==> src/rtl/bra_queue.sv <==
module bra_queue #(
	parameter int unsigned WIDTH = 8,
	parameter int unsigned DEPTH = 2,
	localparam int unsigned PW = (DEPTH > 1) ? $clog2(DEPTH) : 1,
	localparam int unsigned CW = $clog2(DEPTH + 1)
) (
	input  logic             clk,
	input  logic             arst_n,
	input  logic             wr,
	input  logic [WIDTH-1:0] wdata,
	output logic             full,
	input  logic             rd,
	output logic [WIDTH-1:0] rdata,
	output logic             empty
);

	logic [WIDTH-1:0] slot_q [DEPTH];
	logic [PW-1:0]    wptr_q, rptr_q;
	logic [CW-1:0]    cnt_q;
	logic             do_wr, do_rd;

	assign full  = (cnt_q == CW'(DEPTH));
	assign empty = (cnt_q == '0);
	assign do_wr = wr && !full;
	assign do_rd = rd && !empty;
	assign rdata = slot_q[rptr_q];

	always_ff @(posedge clk) begin
		if (do_wr) begin
			slot_q[wptr_q] <= wdata;
		end
	end

	always_ff @(posedge clk or negedge arst_n) begin
		if (!arst_n) begin
			wptr_q <= '0;
			rptr_q <= '0;
			cnt_q  <= '0;
		end else begin
			if (do_wr) begin
				wptr_q <= (wptr_q == PW'(DEPTH - 1)) ? '0 : wptr_q + PW'(1);
			end
			if (do_rd) begin
				rptr_q <= (rptr_q == PW'(DEPTH - 1)) ? '0 : rptr_q + PW'(1);
			end
			if (do_wr && !do_rd) begin
				cnt_q <= cnt_q + CW'(1);
			end else if (do_rd && !do_wr) begin
				cnt_q <= cnt_q - CW'(1);
			end
		end
	end

endmodule

==> config.mk <==
export PLATFORM = sky130hd
export DESIGN_NAME = bra_queue
export DESIGN_NICKNAME = d
export VERILOG_FILES = /design/src/rtl/bra_queue.sv
export SDC_FILE = /design/constraint.sdc
export NUM_CORES = 1
export LEC_CHECK = 0
export BUFFER_PORTS_ARGS = -buffer_cell sky130_fd_sc_hd__buf_2
export CORE_MARGIN = 1
export CORE_UTILIZATION = 48
export CTS_BUF_LIST = sky130_fd_sc_hd__clkbuf_8 sky130_fd_sc_hd__clkbuf_16
export CTS_CLUSTER_SIZE = 28
export DETAILED_ROUTE_END_ITERATION = 10
export PLACE_DENSITY_LB_ADDON = 0.15
export SLEW_MARGIN = 5
export SYNTH_ARGS = -nofsm -noshare
export SYNTH_HDL_FRONTEND = slang
export SYNTH_SLANG_ARGS = --single-unit
==> constraint.sdc <==
create_clock -name clk -period 2.2 [get_ports clk]
set_clock_uncertainty 0.15 [all_clocks]
set_input_delay 0.11 -clock clk [delete_from_list [all_inputs] [get_ports clk]]
set_output_delay 0.11 -clock clk [all_outputs]
set_load 0.05 [all_outputs]
== Yosys cells after proc, flatten, opt, wreduce, memory -nomap -nowiden ==
Memory sizes are Yosys's and may differ from the RTL's.
Cells that the tools add are included.

* Bits in registers: 4
* Memory bits (writable): 16
* Input port bits: 12
* Output and inout port bits: 10
* Word-level logic and storage cells: 25
* Memories: 1

{| class="wikitable"
|+ Memory list
! memory !! words !! bits a word !! read ports !! clocked after Yosys merged registers in !! wr ports !! RTL line !! source
|-
| slot_q || 2 || 8 || 1 || 0 || 1 || 17 || <nowiki>logic [WIDTH-1:0] slot_q [DEPTH];</nowiki>
|}

* Add/sub/neg operators: 4
* Equal/unequal tests: 1
* Muxes and demuxes: 6
* Reductions and logical operators: 10

{| class="wikitable"
|+ Operators by type and width
! operator !! count
|-
| 1-bit logical AND || 4
|-
| 1-bit zero test || 4
|-
| 1-bit 2-to-1 mux || 4
|-
| 2-bit 2-to-1 mux || 2
|-
| 1-bit adder, second input constant || 2
|-
| 2-bit by 1-bit adder with 2-bit output, second input constant || 1
|-
| 2-bit == test, second input constant || 1
|-
| 2-bit zero test || 1
|-
| 2-bit nonzero test || 1
|-
| 2-bit by 1-bit subtractor with 2-bit output, second input constant || 1
|}

== Logic depth before layout (Yosys ltp) ==
* Word-level depth: 7
* Mapped depth: 7
* Gate-level depth less buffers: 7

== Worst setup path before layout ==
OpenSTA, ideal clock, no wires.

* Path type: reg2reg
* From: register cnt_q[0]
* To: memory slot_q[0][0] (enable)
* Setup time: 0.370 ns
* Data arrival time: 1.022 ns
* Data required time: 1.680 ns
* Path slack: 0.658 ns
* Stages on the path, launching flop included: 4
* Path buffers: 0
* Clock period less this slack: 1.542 ns
* Cells stage by stage: dfrtp_1 > nand2b_1 > nand2_2 > nor2_1

* Cells in the longest elaborated chain, start to end: 5

{| class="wikitable"
|+ Ends and longest elaborated chain
! item !! RTL line !! source
|-
| start: declaration || 19 || <nowiki>logic [CW-1:0] cnt_q;</nowiki>
|-
| start signal: assignment || 47 || <nowiki>cnt_q <= cnt_q + CW'(1);</nowiki>
|-
| start signal: assignment || 49 || <nowiki>cnt_q <= cnt_q - CW'(1);</nowiki>
|-
| 2-bit == test || 22 || <nowiki>assign full = (cnt_q == CW'(DEPTH));</nowiki>
|-
| 1-bit zero test || 24 || <nowiki>assign do_wr = wr && !full;</nowiki>
|-
| 1-bit logical AND || 24 ||
|-
| 1-bit 2-to-1 mux || 29 || <nowiki>if (do_wr) begin</nowiki>
|-
| 1-bit 2-to-1 mux (not written as such) || 30 || <nowiki>slot_q[wptr_q] <= wdata;</nowiki>
|-
| end: declaration || 17 ||
|}

No other way between the ends.

== Worst setup path in the final report ==
* From: register cnt_q[0]
* To: memory slot_q[0][6] (enable)

The elaborated chain is that of the path after synthesis.

==> reports/metrics.csv <==
metric,value,unit
hold_viol_final,0,
netlist.top_cell.by_area,edfxtp_1,
outcome,completed,
pre_cts_ws,477.0,ps
synth_top_area_share,61.44,%
wire_per_inst,12.64,um
core_area,1506,sq um
cp_slowest_stage_delay,500,ps
track_usage,15.77,%
ys.flop_type,edfxtp_1,
r2r_slack,490,ps
drive_above_1_share,37.18,%
antenna_found_initial,0,
crit_chain,"nand2b_1, nand2_2, nor2_1",
fin_crit_sh,77.50,%
end_kind,flip-flop,
synth_area_leaders,"edfxtp_1, dfrtp_1, mux2_1",
slew_viol_final,0,
period_needed,1705,ps
via_per_inst,4.734,
routabilityCongestion,0.6411,
grt_overflow_total,0,
std_cell_rows,14,
finalWirelength,1.188,mm
setup_tns,0,ps
r2r_start,cnt_q[0],
die_w,42.36,um
synth_nets,57,
ys_seq_area_share,74.24,%
reg2reg_to,slot_q[0][6],
leakagePower,0.0004447,uW
nFillCells,105,
final_nets,92,
worstSetupPathType,reg -> reg,
layout_setup_ws,494.9,ps
finalSetupViolCount,0,
io_buffers,21,
syn-cell-area,782.0,sq um
synth_edf_count,16,
tritoncts,built,
numCtsBuffers,3,
synth.distinct_cells,15,
worstSetupStartpointType,flip-flop,
insertion_delay,250,ps
die_h,42.36,um
fmax,586.5,MHz
power_density,1456,nW/um^2
cp_max_fo,8,
synth.most_common_cell,edfxtp_1,
grt_setup_unrepaired,false,
ir_worst_vdd,0.9282,mV
crit_slowest_cell,nor2_1,
arrival,1450,ps
grt_pass1_wl,1.994,mm
grt_pass1_vias,470,
yosysWarnings,0,
path_delay_family,simple AND/OR/NAND/NOR gates,
h-tree-depth,1,
area.growth.synth_to_final,35.20,%
max_cap_viol_count,0,
cp.required,1940,ps
critPathBufInv,0,
r2r_cells,3,
clkSlewWorstSetupHoldPaths,70,ps
cts.path.max_buffers,2,
via_count,445,
clockRootBuffer,clkbuf_8,
synth_seq_cells,20,
num_io_pins,22,
start_util,51.91,%
tightest_slew,631.5,ps
ant_nets,0,
cts_sinks,20,
drcViolationCount,0,
synth_area_per_cell,17.77,sq um
num_antenna_cells,0,
hp-class,in -> async,
synth.cells.most_frequent,"edfxtp_1, mux2_1, dfrtp_1",
grt_max_degree,12,
synthArstFlopShare,20.00,%
die-area,1794,sq um
syn-instance-count,44,
slew_headroom,57.74,%
dr.pass1.iters,2,
drt-initial-drc-count,1,
==> stage by stage <==
stage,hold slack [ps],utilization (%),power [uW],instance area (sq um),cells
floorplan,-335.6,-,1136,782.0,44
global placement,-228.3,59.88,1257,902.1,80
detailed placement,-226.0,59.88,1264,902.1,80
CTS,32.37,70.18,1557,1057,94
global route,64.64,70.18,1607,1057,94
finish,32.85,70.18,1540,1057,94
==> sequential cells by signal, summed over array words and instances (netlist names) <==
name    count
cnt_q       2
rptr_q      1
slot_q     16
wptr_q      1
==> layout make-up <==
type	instances	area [sq um]	area share [%]
sequential	20	580.6	54.91
timing repair buffer	31	205.2	19.41
multi-input combinational	21	188.9	17.87
clock buffer	4	55.05	5.207
tap	16	20.02	1.893
inverter	2	7.507	0.7101
==> cells by family (layout without fill, tap and decap cells) <==
logic type	after synthesis	in the layout	share of synthesized area, %
DFF	20	20	74.24
buffers and inverters	3	37	1.600
AOI/OAI and AO/OA	1	1	0.6394
and+or+nand+nor	6	6	3.841
adders and majority gates	1	1	1.600
muxes	8	8	11.52
xor gates and xnor gates	5	5	6.561
==> layout by cell type (no fill, tap or decap), types with 2 or more instances in the layout <==
cell type,count
dfrtp_1,4
buf_2,21
edfxtp_1,16
mux2_2,2
mux2_1,6
dlygate4sd3_1,10
clkbuf_8,4
xor2_1,2
nor2_1,3
xnor2_1,2
inv_1,2
==> layer usage <==
metal	vias up	global-route usage (%)	part of all wire (%)
li1	224	-	-
met1	208	19.64	47
met2	13	24.92	49
met3	0	5.172	4.1
met4	0	7.500	0
met5	-	0	0
==> worst max-delay path by stage <==
stage               startpoint  slack (ps)      endpoint  depth (start not counted)
CTS                   cnt_q[0]         470  slot_q[0][6]                          3
global placement      cnt_q[0]         520  slot_q[0][6]                          3
detailed placement    cnt_q[0]         480  slot_q[0][5]                          3
finish                cnt_q[0]         490  slot_q[0][6]                          3
floorplan             cnt_q[0]         660  slot_q[0][0]                          3
global route          cnt_q[0]         390  slot_q[0][6]                          3
==> where the power goes <==
group	switching (uW)	leakage [uW]	total (uW)	internal (uW)
combinational	448	0.000221	655	207
sequential	81.2	0.000195	611	530
clock	114	0.0000288	273	159
total	643	0.000445	1540	896
==> repair_timing <==
action / 4_1_cts / 5_1_grt
hold endpoints to repair: 21 / 0
gates resized for setup: 0 / 0
buffers inserted: 0 / 0
hold buffers: 10 / 0
Power figures use the tool's default switching activity.
