File: src/rtl/bra_pkg.sv
package bra_pkg;

	// Widest relative block index and covered count the maps can reach (65536 bytes).
	localparam int unsigned REL_W = 19;
	localparam int unsigned COV_W = 20;

	typedef enum logic [1:0] {
		OP_CLEAR = 2'd0,
		OP_LOAD  = 2'd1,
		OP_NOTE  = 2'd2,
		OP_SCAN  = 2'd3
	} op_t;

	typedef enum logic [2:0] {
		ST_OK      = 3'd0,
		ST_RANGE   = 3'd1,
		ST_DUP     = 3'd2,
		ST_UNALLOC = 3'd3,
		ST_LEAK    = 3'd4
	} status_t;

	typedef enum logic {
		REG_DATA_BASE  = 1'b0,
		REG_DATA_COUNT = 1'b1
	} cfg_reg_t;

	typedef enum logic [1:0] {
		BK_SWEEP,
		BK_IDLE,
		BK_NOTE,
		BK_SCAN
	} back_state_t;

	// Classified request handed from the front to the back.
	typedef struct packed {
		op_t              op;
		logic [11:0]      byte_index;
		logic [7:0]       byte_value;
		logic [REL_W-1:0] rel;
		logic             in_range;
	} cmd_t;

	typedef struct packed {
		status_t     status;
		logic [15:0] error_count;
		logic [2:0]  first_error;
		logic [14:0] leak_index;
	} rsp_t;

	function automatic logic [15:0] sat_inc(logic [15:0] v);
		return (v == 16'hFFFF) ? v : v + 16'd1;
	endfunction

	// Lowest set bit of a byte.
	function automatic logic [2:0] first_bit(logic [7:0] v);
		logic [2:0] r;
		r = 3'd0;
		for (int i = 7; i >= 0; i--) begin
			if (v[i]) begin
				r = 3'(i);
			end
		end
		return r;
	endfunction

endpackage

File: src/rtl/bra_front.sv
module bra_front
	import bra_pkg::*;
#(
	parameter int unsigned MAP_DEPTH = 4096
) (
	input  logic             clk,
	input  logic             arst_n,
	input  logic             cfg_valid,
	input  logic             cfg_index,
	input  logic [31:0]      cfg_data,
	input  logic [1:0]       op,
	input  logic [11:0]      byte_index,
	input  logic [7:0]       byte_value,
	input  logic [31:0]      block_lba,
	output cmd_t             cmd,
	output logic [COV_W-1:0] covered
);

	localparam int unsigned CAP = MAP_DEPTH * 8;

	logic [31:0] data_base_q;
	logic [15:0] data_count_q;
	logic [32:0] diff;

	always_ff @(posedge clk or negedge arst_n) begin
		if (!arst_n) begin
			data_base_q  <= '0;
			data_count_q <= '0;
		end else if (cfg_valid) begin
			unique case (cfg_reg_t'(cfg_index))
				REG_DATA_BASE:  data_base_q  <= cfg_data;
				REG_DATA_COUNT: data_count_q <= cfg_data[15:0];
			endcase
		end
	end

	// Blocks past the end of the maps count as out of range.
	assign covered = (32'(data_count_q) < 32'(CAP)) ? COV_W'(data_count_q) : COV_W'(CAP);

	// Borrow out of the subtract means the address sits below the data area.
	assign diff = {1'b0, block_lba} - {1'b0, data_base_q};

	always_comb begin
		cmd.op         = op_t'(op);
		cmd.byte_index = byte_index;
		cmd.byte_value = byte_value;
		cmd.rel        = diff[REL_W-1:0];
		cmd.in_range   = !diff[32] && (diff[31:0] < 32'(covered));
	end

endmodule

File: config.mk
export PLATFORM = sky130hd
export DESIGN_NAME = bra_front
export DESIGN_NICKNAME = d
export VERILOG_FILES = /design/src/rtl/bra_pkg.sv /design/src/rtl/bra_front.sv
export SDC_FILE = /design/constraint.sdc
export NUM_CORES = 1
export LEC_CHECK = 0
export BUFFER_PORTS_ARGS = -buffer_cell sky130_fd_sc_hd__buf_2
export CAP_MARGIN = 20
export CORE_UTILIZATION = 45
export DETAILED_ROUTE_END_ITERATION = 16
export GPL_TIMING_DRIVEN = 0
export PLACE_DENSITY_LB_ADDON = 0.05
export SYNTH_ARGS = -nofsm -noshare
export SYNTH_HDL_FRONTEND = slang
export SYNTH_SLANG_ARGS = --single-unit
File: constraint.sdc
create_clock -name clk -period 5.55 [get_ports clk]
set_clock_uncertainty 0.15 [all_clocks]
set_input_delay 1.11 -clock clk [delete_from_list [all_inputs] [get_ports clk]]
set_output_delay 1.11 -clock clk [all_outputs]
set_load 0.1 [all_outputs]
* Word level (Yosys, flattened, before mapping)
Index checks and enable logic that the tools add are counted.
Cells by class: mux-type cells 1, shift operators 0, bitwise logic cells 1, reduce and logical (&&, ||, !) cells 4, equality and inequality tests 0, multipliers 0, add/sub/neg operators 1, magnitude comparators 2, div/mod/pow operators 0
Operators with widths (number):
- subtractor 32 x 32 -> 33 bit | 1
- < comparator 32 x 16 -> 1 bit | 1
- < comparator 16 bit, second input constant | 1
- two-way mux 16 bit | 1
- AND reduction 2 bit | 2
- logical AND 1 bit | 1
- logical NOT 1 bit | 1
- NOT 1 bit | 1
Storage, ports and cells: bits in registers 48, latch bits 0, output and inout bits 62, bits in writable memories 0, logic and storage cells 11, memories 0, bits in read-only memories 0

* Logic depth before layout (Yosys ltp)
depth after elaboration 4, gate-level depth with buffers 20, mapped depth without buffers 20

* Worst setup path before layout
OpenSTA, ideal clock, no wires.
path kind input to output, start point input block_lba[8], end point output cmd[0] (netlist bit), path buffers 0, slack -3296 ps, stages on the path 17, arrival time 7586 ps, cell sequence ha_1 and3_1 o211ai_1 a31o_1 nor2b_1 o21a_1 xnor2_1 ha_1 a21oi_1 nor2b_1 o21ai_0 o2111ai_1 or3_1 or4_1 nor3_2 nand4_1 nor4_2
RTL lines:
- start: declaration | line bra_front.sv:14 | input logic [31:0] block_lba,
- end: declaration | line bra_front.sv:15 | output cmd_t cmd,

==> flow_summary_export.csv <==
group,metric,value,unit
status,outcome,"finished, violations left",
status,violations,"negative setup slack",
clocking,cts_max_path_buffers,2,
routing,vias,4352,
worst_setup_path,r2r_start,"data_count_q[15]",
sta,drv_slew,0,
routing,drc,0,
finish,diodes,0,
sta,fmax,160,MHz
sta,layout_setup_ws,-711,ps
hold_path,holdPathStages,1,
place,gp_congestion,0.912,
finish,final_common_cell,"buf_2",
worst_setup_path,crit_required,4290,ps
floorplanning,die_area,10200,µm²
pwr,p_leak,2.90,nW
logic_synthesis,synth_edf_count,0,
finish,finalNetCount,828,
worst_setup_path,timing.critical_path.buf_inv,2,
hold_path,hp-start,"data_count_q[10]",
routing,drtIter0Drc,206,
finish,drive_gt1_share,38.2,%
place,dp_cells,794,
sta,tightest_slew,676,ps
sta,final_hold_viol_count,0,
logic_synthesis,synth.avg_cell_area,8.18,µm²
routing,routed_wirelength,12.6,mm
logic_synthesis,yosysSeqAreaShare,27.4,%
floorplanning,num_rows,35,
worst_setup_path,rrSetupSlack,4590,ps
floorplanning,start_util,47.1,%
sta,hold_slack,363,ps
routing,drt-pass1-iter-count,5,
pwr,ir_drop,0.263,mV
floorplanning,coreArea,9330,µm²
clocking,cts_buffers,5,
finish,area_delta_synth_final,36.1,%
finish,multi_input_area,3170,µm²
logic_synthesis,ys.flop_type,"dfrtp_1",
clocking,htreeDepth,2,
floorplanning,die_h,101,µm
logic_synthesis,ys_warn_count,0,
sta,setup_viol,1,
job,maxCapViolCount,0,
place,dp_hpwl,9.77,mm
place,port_buffers,125,
worst_setup_path,r2r_cells,1,
floorplanning,die_x,101,µm
grt,grt_pass1_vias,4066,
clocking,cts_root_buf,"clkbuf_8",
logic_synthesis,syn-cell-area,4390,µm²
worst_setup_path,crit_chain,"buf_2 -> ha_4 -> and3_4 -> o211ai_1 -> a31o_1 -> nor2b_4 -> o21a_2 -> xnor2_4 -> ha_4 -> a21oi_1 -> nor2b_1 -> o21ai_1 -> o2111ai_1 -> or3_1 -> or4_4 -> nor3_2 -> nand4_1 -> nor4_4 -> buf_6",
logic_synthesis,postSynth.asyncResetShare,100,%
clocking,clk_latency,310,ps
grt,grt_use_total,25.3,%
hold_path,whs_endpoint,"data_count_q[10]",
floorplanning,ios,152,
worst_setup_path,start_kind,"primary input",
pwr,p_per_area,383,nW/µm²
worst_setup_path,arrival,5000,ps
grt,gr-total-overflow,0,
sta,slew_headroom,54.9,%
worst_setup_path,reg2reg_to,"data_count_q[15]",
hold_path,hold_class,"reg -> reg",
clocking,cts_tree,"done",
clocking,cts.sinks,48,
grt,grt_first_pass_wirelength,19.9,mm
worst_setup_path,endpoint_kind,"output port",
grt,antenna_found_initial,0,
routing,wl_per_cell,15.4,µm
clocking,clkTransAtPathRegs,100,ps
finish,ff_latch_area,1200,µm²
routing,via_per_inst,5.31,
worst_setup_path,slowest_delay,420,ps
worst_setup_path,cpMostUsedCell,"ha_4",
sta,finalCritPeriodShare,113,%
worst_setup_path,slowest_stage,"or4_4",
worst_setup_path,worstSetupPathType,"in -> out",
sta,period_minus_slack,6260,ps
grt,grt_max_degree,49,
sta,rsz0062_at_grt,"yes",
logic_synthesis,synth.lib_cells_used.distinct,65,
finish,final_cell_mix,"buf_2, nand2_1, inv_1",
logic_synthesis,synth-seq-cells,48,
routing,ant_nets,0,
worst_setup_path,cp_max_fo,3,
worst_setup_path,cp_top_family,"simple AND/OR/NAND/NOR gates",
finish,final_cells,820,
finish,fillers,844,
logic_synthesis,syn_inst,537,
Yosys cell counts (2+ instances only):
| master | instances | area share, % |
|---|---|---|
| clkbuf_1 | 11 | 0.94 |
| buf_6 | 5 | 1.3 |
| mux2i_1 | 2 | 0.46 |
| nand3b_1 | 2 | 0.34 |
| o21ai_1 | 8 | 0.91 |
| a21boi_1 | 2 | 0.34 |
| a21oi_1 | 42 | 4.8 |
| and2_1 | 3 | 0.43 |
| a211o_1 | 3 | 0.60 |
| ha_1 | 47 | 13 |
| nor3_2 | 3 | 0.68 |
| o21ai_0 | 44 | 5.0 |
| nor2_1 | 17 | 1.5 |
| nand3_1 | 11 | 1.3 |
| mux2_2 | 17 | 4.4 |
| o22ai_1 | 3 | 0.43 |
| inv_1 | 56 | 4.8 |
| a31oi_1 | 6 | 0.86 |
| o211ai_1 | 4 | 0.68 |
| nand2_1 | 70 | 6.0 |
| dfrtp_1 | 48 | 27 |
| buf_4 | 28 | 4.8 |
| xor2_1 | 8 | 1.6 |
| a21o_1 | 8 | 1.4 |
| nor2b_1 | 7 | 1.0 |
| a21oi_2 | 3 | 0.60 |
| xnor2_1 | 15 | 3.0 |
| nor3_1 | 6 | 0.68 |
| o21a_1 | 6 | 1.0 |
| nand4_1 | 8 | 1.1 |
| or4_1 | 2 | 0.34 |
| or3_1 | 2 | 0.28 |
| nand2b_1 | 8 | 1.1 |
area by class of cell:
type | instances | area share [%]
clock buffer | 5 | 1.15
clock inverter | 3 | 0.712
buffer | 46 | 5.30
multi-input combinational | 390 | 53.1
inverter | 56 | 3.52
timing repair buffer | 143 | 13.4
tap | 129 | 2.70
sequential | 48 | 20.1
kinds of logic after synthesis:
family          share of synthesized area, %
simple gates                            16.0
other cells                           0.0854
compound gates                          20.9
buf+inv                                 12.0
xor+xnor                                4.96
mux                                     4.82
fa+ha+maj                               13.9
flops                                   27.4
per-layer routing:
layer	vias to the layer above	wire (µm)	global-route usage [%]
met1	2053	5740	35.3
met5	-	0	0
met2	156	5930	42.7
met3	15	806	2.84
li1	2128	-	-
met4	0	128	4.24
power by group:
part	internal, mW	total, mW	leakage (nW)	switching, mW
registers	0.396	0.414	0.581	0.0181
logic	0.485	1.61	2.27	1.13
clock network	0.134	0.267	0.0541	0.133
total	1.01	2.29	2.90	1.28
per-stage QoR:
step           cell area [µm²]  utilization [%]  setup TNS [ps]  setup WS (ps)  power [mW]
2_1_floorplan             4810                -           -1460          -1460        1.68
3_3_place_gp              5590             60.0           -1130          -1130        1.93
3_5_place_dp              5590             60.0           -1190          -1190        1.95
4_1_cts                   5950             63.7            -689           -689        2.29
5_1_grt                   5970             64.1            -871           -871        2.41
6_report                  5970             64.1            -711           -711        2.29
worst max path at each step:
stage | from | end | slack [ps] | depth (start not counted)
after CTS | block_lba[2] | cmd[0] | -690 | 21
final | block_lba[9] | cmd[0] | -710 | 19
after floorplan | block_lba[0] | cmd[0] | -1460 | 18
after global routing | block_lba[2] | cmd[0] | -870 | 21
after detailed placement | block_lba[2] | cmd[0] | -1190 | 21
after global placement | block_lba[2] | cmd[0] | -1130 | 21
state kept, by name, indices dropped and copies added (netlist names):
signal and flops:
data_count_q 16, data_base_q 32
timing repair:
action / CTS / global route
pin swaps: 23 / 13
resized for setup: 28 / 1
endpoints found under the setup margin: 1 / 1
hold endpoints to repair: 0 / 0
hold buffers: 0 / 0
buffers inserted: 16 / 1
(Power assumes the default switching activity.)
